$ cat src/rtl/core/utf8d_pkg.sv
// ----------------------------------------------------------------------------
// utf8d_pkg
// Shared constants and decode helpers for the UTF-8 to UTF-32 decoder.
// ----------------------------------------------------------------------------
package utf8d_pkg;

  localparam int unsigned CpWidth   = 21;
  localparam int unsigned ByteWidth = 8;
  localparam int unsigned LenWidth  = 3;
  localparam int unsigned MaxRes    = 3;  // results one byte can release
  localparam int unsigned PendDepth = 3;

  localparam logic [CpWidth-1:0]   ReplacementCp = 21'h00FFFD;
  localparam logic [ByteWidth-1:0] AsciiMax      = 8'h7F;
  localparam logic [1:0]           ContTag       = 2'b10;

  localparam logic [LenWidth-1:0] Len1 = 3'd1;
  localparam logic [LenWidth-1:0] Len2 = 3'd2;
  localparam logic [LenWidth-1:0] Len3 = 3'd3;
  localparam logic [LenWidth-1:0] Len4 = 3'd4;

  // Sequence length announced by a lead byte; stray bytes count as one.
  function automatic logic [LenWidth-1:0] lead_len(logic [ByteWidth-1:0] b);
    logic [LenWidth-1:0] len;
    if (b <= AsciiMax) begin
      len = Len1;
    end else if (b[7:5] == 3'b110) begin
      len = Len2;
    end else if (b[7:4] == 4'b1110) begin
      len = Len3;
    end else if (b[7:3] == 5'b11110) begin
      len = Len4;
    end else begin
      len = Len1;
    end
    return len;
  endfunction

  // Value of one complete sequence of len bytes starting at b0.
  function automatic logic [CpWidth-1:0] seq_value(logic [ByteWidth-1:0] b0,
                                                   logic [ByteWidth-1:0] b1,
                                                   logic [ByteWidth-1:0] b2,
                                                   logic [ByteWidth-1:0] b3,
                                                   logic [LenWidth-1:0]  len);
    logic [CpWidth-1:0] v;
    case (len)
      Len1: begin
        v = (b0 <= AsciiMax) ? {13'd0, b0} : ReplacementCp;
      end
      Len2: begin
        v = (b1[7:6] == ContTag) ? {10'd0, b0[4:0], b1[5:0]} : ReplacementCp;
      end
      Len3: begin
        v = ((b1[7:6] == ContTag) && (b2[7:6] == ContTag)) ?
            {5'd0, b0[3:0], b1[5:0], b2[5:0]} : ReplacementCp;
      end
      default: begin
        v = ((b1[7:6] == ContTag) && (b2[7:6] == ContTag) &&
             (b3[7:6] == ContTag)) ?
            {b0[2:0], b1[5:0], b2[5:0], b3[5:0]} : ReplacementCp;
      end
    endcase
    return v;
  endfunction

endpackage

$ cat src/rtl/core/utf8_to_utf32_decoder.sv
// ----------------------------------------------------------------------------
// utf8_to_utf32_decoder
// Streaming UTF-8 to UTF-32 decoder, one byte in per cycle while input is not held off.
// ----------------------------------------------------------------------------
// A byte accepted at one edge shows its results from the next cycle on, one
// result per cycle while the output is ready, from a three-entry output
// register. A new byte is taken every cycle as long as at most one result is
// waiting and is being taken; a final byte that closes a truncated sequence
// can release up to three results, and input then holds off while the output
// register drains. Lead and continuation bytes are held in a small pending
// buffer; the whole decode of a byte is one pass of mask-and-concat logic
// between that buffer and the output register.
module utf8_to_utf32_decoder (
  input  logic                            clk_i,
  input  logic                            rst_ni,
  input  logic                            in_valid_i,
  output logic                            in_ready_o,
  input  logic [utf8d_pkg::ByteWidth-1:0] data_byte_i,
  input  logic                            final_byte_i,
  output logic                            out_valid_o,
  input  logic                            out_ready_i,
  output logic [utf8d_pkg::CpWidth-1:0]   code_point_o,
  output logic                            end_of_string_o
);

  // pending sequence
  logic [utf8d_pkg::ByteWidth-1:0] pend_q [utf8d_pkg::PendDepth];
  logic [1:0]                      pend_cnt_q, pend_cnt_d;
  logic [utf8d_pkg::LenWidth-1:0]  exp_len_q, exp_len_d;

  // output register
  logic [utf8d_pkg::CpWidth-1:0] res_cp_q  [utf8d_pkg::MaxRes];
  logic [utf8d_pkg::CpWidth-1:0] res_cp_d  [utf8d_pkg::MaxRes];
  logic                          res_end_q [utf8d_pkg::MaxRes];
  logic                          res_end_d [utf8d_pkg::MaxRes];
  logic [1:0]                    res_cnt_q, res_cnt_d;

  logic [utf8d_pkg::ByteWidth-1:0] seq_b [8];
  logic [utf8d_pkg::LenWidth-1:0]  n_bytes, need, pos, slot_len, rem;
  logic [utf8d_pkg::CpWidth-1:0]   fin_cp  [utf8d_pkg::MaxRes];
  logic                            fin_end [utf8d_pkg::MaxRes];
  logic [1:0]                      fin_cnt, new_cnt;
  logic [utf8d_pkg::CpWidth-1:0]   full_cp;
  logic                            done, in_acc, pop;

  // held bytes followed by the new one, which also fills the unused slots up to 3; slots 4 to 7 read as zero
  always_comb begin
    for (int i = 0; i < 8; i++) begin
      seq_b[i] = '0;
    end
    for (int i = 0; i < 3; i++) begin
      seq_b[i] = (2'(i) < pend_cnt_q) ? pend_q[i] : data_byte_i;
    end
    seq_b[3] = data_byte_i;
  end

  assign n_bytes = {1'b0, pend_cnt_q} + 3'd1;
  assign need    = (pend_cnt_q == 2'd0) ? utf8d_pkg::lead_len(data_byte_i) : exp_len_q;
  assign done    = (n_bytes >= need);
  assign full_cp = utf8d_pkg::seq_value(seq_b[0], seq_b[1], seq_b[2], seq_b[3], need);

  // end of string: walk the held bytes and the new one as a complete string
  always_comb begin
    pos      = '0;
    fin_cnt  = '0;
    slot_len = '0;
    rem      = '0;
    for (int k = 0; k < 3; k++) begin
      slot_len = utf8d_pkg::lead_len(seq_b[pos]);
      rem      = n_bytes - pos;
      if ((slot_len > utf8d_pkg::Len1) && (rem < slot_len)) begin
        fin_cp[k] = utf8d_pkg::ReplacementCp;
        slot_len  = utf8d_pkg::Len1;
      end else begin
        fin_cp[k] = utf8d_pkg::seq_value(seq_b[pos], seq_b[pos + 3'd1],
                                         seq_b[pos + 3'd2], seq_b[pos + 3'd3],
                                         slot_len);
      end
      fin_end[k] = ((pos + slot_len) >= n_bytes);
      if (pos < n_bytes) begin
        fin_cnt = fin_cnt + 2'd1;
      end
      pos = pos + slot_len;
    end
  end

  assign in_ready_o = (res_cnt_q == 2'd0) || ((res_cnt_q == 2'd1) && out_ready_i);
  assign in_acc     = in_valid_i && in_ready_o;
  assign pop        = out_valid_o && out_ready_i;
  assign new_cnt    = final_byte_i ? fin_cnt : (done ? 2'd1 : 2'd0);

  always_comb begin
    res_cnt_d = res_cnt_q;
    for (int k = 0; k < 3; k++) begin
      res_cp_d[k]  = res_cp_q[k];
      res_end_d[k] = res_end_q[k];
    end
    if (pop) begin
      res_cnt_d    = res_cnt_q - 2'd1;
      res_cp_d[0]  = res_cp_q[1];
      res_cp_d[1]  = res_cp_q[2];
      res_end_d[0] = res_end_q[1];
      res_end_d[1] = res_end_q[2];
    end
    // a load only happens when the register is empty after this cycle
    if (in_acc && (new_cnt != 2'd0)) begin
      res_cnt_d = new_cnt;
      if (final_byte_i) begin
        for (int k = 0; k < 3; k++) begin
          res_cp_d[k]  = fin_cp[k];
          res_end_d[k] = fin_end[k];
        end
      end else begin
        res_cp_d[0]  = full_cp;
        res_end_d[0] = 1'b0;
      end
    end
  end

  always_comb begin
    pend_cnt_d = pend_cnt_q;
    exp_len_d  = exp_len_q;
    if (in_acc) begin
      if (final_byte_i || done) begin
        pend_cnt_d = '0;
        exp_len_d  = '0;
      end else begin
        pend_cnt_d = pend_cnt_q + 2'd1;
        exp_len_d  = need;
      end
    end
  end

  always_ff @(posedge clk_i or negedge rst_ni) begin
    if (!rst_ni) begin
      pend_cnt_q <= '0;
      exp_len_q  <= '0;
      res_cnt_q  <= '0;
    end else begin
      pend_cnt_q <= pend_cnt_d;
      exp_len_q  <= exp_len_d;
      res_cnt_q  <= res_cnt_d;
    end
  end

  always_ff @(posedge clk_i) begin
    if (in_acc && !final_byte_i && !done) begin
      pend_q[pend_cnt_q] <= data_byte_i;
    end
    for (int k = 0; k < 3; k++) begin
      res_cp_q[k]  <= res_cp_d[k];
      res_end_q[k] <= res_end_d[k];
    end
  end

  assign out_valid_o     = (res_cnt_q != 2'd0);
  assign code_point_o    = res_cp_q[0];
  assign end_of_string_o = res_end_q[0];

endmodule

$ cat config.mk
export PLATFORM = sky130hd
export DESIGN_NAME = utf8_to_utf32_decoder
export DESIGN_NICKNAME = d
export VERILOG_FILES = /design/src/rtl/core/utf8d_pkg.sv /design/src/rtl/core/utf8_to_utf32_decoder.sv
export SDC_FILE = /design/constraint.sdc
export NUM_CORES = 1
export LEC_CHECK = 0
export BUFFER_PORTS_ARGS = -buffer_cell sky130_fd_sc_hd__buf_4
export CORE_ASPECT_RATIO = 0.9
export CORE_MARGIN = 4
export CORE_UTILIZATION = 59
export CTS_BUF_LIST = sky130_fd_sc_hd__clkbuf_4
export CTS_CLUSTER_DIAMETER = 40
export DETAILED_ROUTE_END_ITERATION = 7
export GPL_ROUTABILITY_DRIVEN = 0
export PLACE_DENSITY_LB_ADDON = 0.25
export REMOVE_ABC_BUFFERS = 1
export SKIP_CTS_REPAIR_TIMING = 1
export SLEW_MARGIN = 15
export SYNTH_ARGS = -nofsm -noshare
export SYNTH_HDL_FRONTEND = slang
export SYNTH_SLANG_ARGS = --single-unit
$ cat constraint.sdc
create_clock -name clk_i -period 9.22 [get_ports clk_i]
set_clock_uncertainty 0.1 [all_clocks]
set_input_delay 0.461 -clock clk_i [delete_from_list [all_inputs] [get_ports clk_i]]
set_output_delay 0.461 -clock clk_i [all_outputs]
set_load 0.1 [all_outputs]
======== After elaboration in Yosys (flattened, before gate mapping) ========
Memory sizes are Yosys's and may differ from the RTL's.
Cells that the tools add are included.
storage, ports and cells
  RAM bits ................................ 90
  bits of input ports ..................... 13
  bits in registers ....................... 7
  output and inout port bits .............. 24
  memories ................................ 3
cells by class
  reductions and logical operators ........ 24
  eq/ne operators ......................... 34
  muxes and demuxes ....................... 85
  add/subtract/negate cells ............... 15
  $lt $le $gt $ge ......................... 28
  bitwise operators ....................... 8
memories
  name       depth  width  read ports  clocked after memory_dff  write ports  RTL line                     source
  res_cp_q   3      21     3           0                         3            utf8_to_utf32_decoder.sv:32  logic [utf8d_pkg::CpWidth-1:0] res_cp_q [utf8d_pkg::MaxRes];
  pend_q     3      8      3           0                         1            utf8_to_utf32_decoder.sv:27  logic [utf8d_pkg::ByteWidth-1:0] pend_q [utf8d_pkg::PendDepth];
  res_end_q  3      1      3           0                         3            utf8_to_utf32_decoder.sv:34  logic res_end_q [utf8d_pkg::MaxRes];
operators by type and width
  kind                 count
  $pmux 21 s3          4
  $bmux 8 s3           8
  $mux 8               19
  $mux 21              7
  $mux 16              9
  $mux 42              2
  $mux 3               22
  $mux 63              1
  $ge 4x4->1 const B   8
  $le 8x7->1 const B   4
  $not 3->4            8
  $eq 3x2->1 const B   8
  $eq 5x5->1 const B   4
  $eq 2x2->1 const B   9
  $eq 4x4->1 const B   4
  $mux 2               8
  $logic_and 1x1->1    15
  $lt 3x3->1           5
  $add 3x2->3 const B  4
  $eq 3x1->1 const B   4
  $eq 3x3->1 const B   4
  $ge 3x3->1           4
  $gt 3x1->1 const B   3
  $add 2x1->2 const B  3
  14 further kinds     27

======== Longest topological paths before layout ========
  depth after elaboration ................. 39
  gate-level depth with buffers ........... 47
  depth with buffers taken out ............ 42

======== Worst setup path before layout ========
OpenSTA, ideal clock, no wires.
  path type ............................... flip-flop to flip-flop
  start ................................... register pend_cnt_q[0]
  end ..................................... memory res_end_q[2][0], in the netlist res_end_q[0][2], data pin
  path slack .............................. 194 ps
  clock period less this slack ............ 9026 ps
  data arrival time ....................... 8672 ps
  cell stages (with the launch flop) ...... 42
  cells stage by stage .................... dfrtp_1 -> inv_1 -> ha_1 -> buf_6 -> mux2_4 -> buf_2 -> a2111o_1 -> buf_4 -> ha_1 -> o21a_1 -> o2bb2ai_2 -> nor2_4 -> buf_1 -> inv_1 -> ha_1 -> fa_1 -> inv_1 -> ha_1 -> (+6 left out) -> mux2i_1 -> nor2b_1 -> nor2_1 -> nand2_1 -> ha_1 -> nor2_1 -> o311ai_0 -> o211ai_1 -> a22o_1 -> nor2_1 -> nand2_1 -> ha_1 -> inv_1 -> fa_1 -> inv_1 -> ha_1 -> a21o_1 -> a21o_1
RTL lines
  item                    RTL line                      source
  from (decl)             utf8_to_utf32_decoder.sv:28   logic [1:0] pend_cnt_q, pend_cnt_d;
  from (signal assigned)  utf8_to_utf32_decoder.sv:140  pend_cnt_q <= pend_cnt_d;
  to (decl)               utf8_to_utf32_decoder.sv:34

==> out/summary.txt <==
GRT Util Overall -> 37.5%
FILL cells -> 1322
GR Overflow Total -> 0
CTS tree -> done
Yosys warning count -> 0
CP max stage delay -> 0.61 ns
WL per Instance -> 26.8 um
Post-DRT Antenna Nets -> 0
Dpl hpwl -> 24900 um
Worst Hold End -> pend_q[2][6]
Slowest cell on crit path -> fa_2
Site Rows -> 43
Fmax -> 0.114 GHz
Number of port buffers -> 36
Part of the power in the clock network -> 5.5%
Crit path time final -> 8.77 ns
Num CTS Buffers -> 9
Die height -> 128 um
Mapped Cells -> 1085
Top Ports -> 37
Area of the mapped netlist -> 9440 sq um
Area Growth Syn to Fin -> 6.52%
Vias per inst -> 7.56
Sequential fraction of the synthesis area -> 28.2%
Netlist cell types -> 109
Worst flop-to-flop path startpoint -> pend_cnt_q[1]
Final WS setup -> 0.450 ns
Core area -> 15500 sq um
Internal -> 1940 uW
WP data required -> 9.42 ns
Actual slew at the worst max-slew pin -> 1.31 ns
Via Count -> 9736
NetSw -> 2540 uW
Reg-to-reg endpoint -> res_end_q[0][2]
CTS H-tree lvls -> 3
Layout cell share with drive strength beyond 1 -> 17.8%
Initial Util -> 60.7%
Top post-synthesis cells by area -> edfxtp_1 (22%), mux2i_1 (5.0%), mux4_2 (4.8%), dfxtp_1 (4.7%), nand2_1 (4.6%)
Combinational Power Share -> 76.8%
Largest net degree at the start of global routing -> 43
Syn avg cell area -> 8.70 sq um
Worst-path maximum fanout -> 31
Worst min-delay path class -> input port to register
R2R depth -> 38
Placed Cells -> 1266
Ys async rst share -> 7.22%
Vias in the first global route -> 8771
FF+latch count, synth -> 97
Min-delay src -> data_byte_i[6]
Die width -> 141 um
Final Cell Area -> 10100 sq um
Final hold violation count -> 0
Worst EP arrival -> 8.97 ns
Critical path type -> register to register
Post-Layout Cell Count -> 1287
Final net count -> 1128
Die ar. -> 18100 sq um
Max Slew Vio Count -> 0
Failing checks -> DRC
Iteration-0 DRC Markers -> 2206
Number of detailed-route iterations in the first pass -> 8
Clock Sinks -> 97
Power Dens Cells -> 445 nW/um^2
Area of the multi-input gates -> 6280 sq um
Worst setup SP type -> register
Top-count cell post-synth -> nand2_1
Flop pwr share -> 17.8%
Run status -> finished with violations
Dpl ws -> 0.174 ns
Max_slew headroom -> 10.3%
Leak -> 0.00368 uW
Max Root-Sink Buffers -> 2
Post-DP Area -> 9750 sq um
Post-synth top cells -> nand2_1 (116), nor2_1 (105), o21ai_0 (85)
Setup slack, reg-to-reg -> 0.45 ns
Post-synth EDFFs -> 68
Synth area leader -> edfxtp_1
Post-synth top area share -> 21.6%
Final Setup Violations -> 0
Hold depth -> 1
Drt drc -> 9
Sw frac -> 56.6%
Initial antenna violation count -> 1
Clock Tree Root -> clkbuf_4
Worst-path clk slew -> 0.17 ns
Crit share post-route -> 95.1%
Global-route wire length before repair -> 52100 um
Storage cell area -> 2660 sq um
Ys flop type -> edfxtp_1
Maximum VDD drop -> 0.363 mV
Final wirelength -> 34500 um
Max Cap Viol -> 0
Critical Path End Type -> register
Clk Latency, worst-skew pair -> 0.53 ns
==> layer usage <==
metal  wire length, um  vias up  track usage [%]
met2             13900      898             53.2
met5                 0        -                0
met3              5270      219             11.5
met4              2260        0             19.1
li1                  -     4158                -
met1             13000     4461             51.5
==> layout by cell type, fill, tap and decap left out, types with 10 or more instances in the layout <==
cell / instances
o221ai_1: 12
nor3_1: 21
o211ai_1: 10
ha_1: 31
inv_1: 31
a22o_1: 12
and2_1: 11
a31oi_1: 13
nor2_1: 103
a32oi_1: 17
a21oi_1: 62
a211oi_1: 11
o22ai_1: 18
o32ai_1: 11
nand2_1: 115
nand3_1: 31
a22oi_1: 12
mux2i_1: 46
edfxtp_1: 68
dfxtp_1: 22
a221oi_1: 10
o21ai_0: 84
mux2_2: 18
buf_4: 72
mux4_2: 20
==> critical path: cells and delay by family, from the launching register on <==
kind	cells	cell delay, ns
AOI/OAI and AO/OA	13	2.85
DFF	1	0.38
and+or+nand+nor	10	1.38
muxes	1	0.22
adders and majority gates	8	2.69
buffers and inverters	6	0.92
==> metrics by stage <==
stage	hold WS [ns]	setup TNS [ns]	util [%]	total power [uW]
after detailed placement	0.186	0	62.7	4010
after floorplan	0.0654	-64.47	-	3130
after global placement	0.185	0	62.7	3970
final	0.125	0	64.7	4480
after global routing	0.110	-0.0535	64.7	4690
after CTS	-0.384	0	63.7	4270
==> registers in the layout, indices dropped and copies added (netlist names) <==
name	count
exp_len_q	3
res_cnt_q	2
pend_q	24
pend_cnt_q	2
res_cp_q	63
res_end_q	3
==> worst max path at each step <==
stage | start | endpoint | cells past startpoint
6_report | pend_cnt_q[1] | res_end_q[0][2] | 38
5_1_grt | pend_cnt_q[0] | res_end_q[0][2] | 40
4_1_cts | pend_cnt_q[1] | res_end_q[0][2] | 39
3_5_place_dp | pend_cnt_q[1] | res_end_q[0][2] | 39
3_3_place_gp | pend_cnt_q[1] | res_end_q[0][2] | 40
2_1_floorplan | pend_cnt_q[1] | res_cp_q[0][37] | 31
==> power groups by stage <==
| stage | clock network [uW] | registers, uW | logic, uW |
|---|---|---|---|
| detailed placement | 0 | 804 | 3210 |
| global route | 263 | 806 | 3630 |
| global placement | 0 | 799 | 3170 |
| floorplan | 0 | 1130 | 1990 |
| CTS | 247 | 793 | 3220 |
| finish | 245 | 795 | 3440 |
==> cells by family after synthesis <==
family                     count (synthesis)  share of synthesized area (%)
adders and majority gates                 36                           5.09
DFF                                       97                           28.2
AOI/OAI and AO/OA                        380                           29.4
buffers and inverters                    129                           6.64
xor gates and xnor gates                   7                          0.795
muxes                                     89                           12.6
and+or+nand+nor                          347                           17.3
==> cell type report <==
type | count | share of cell area [%]
Antenna cell | 1 | 0.0249
Clock buffer | 9 | 0.672
Inverter | 37 | 1.41
Sequential cell | 97 | 26.4
Timing Repair Buffer | 75 | 5.70
Clock inverter | 7 | 0.809
Multi-Input combinational cell | 859 | 62.4
Tap cell | 202 | 2.51
(Power assumes the default switching activity.)
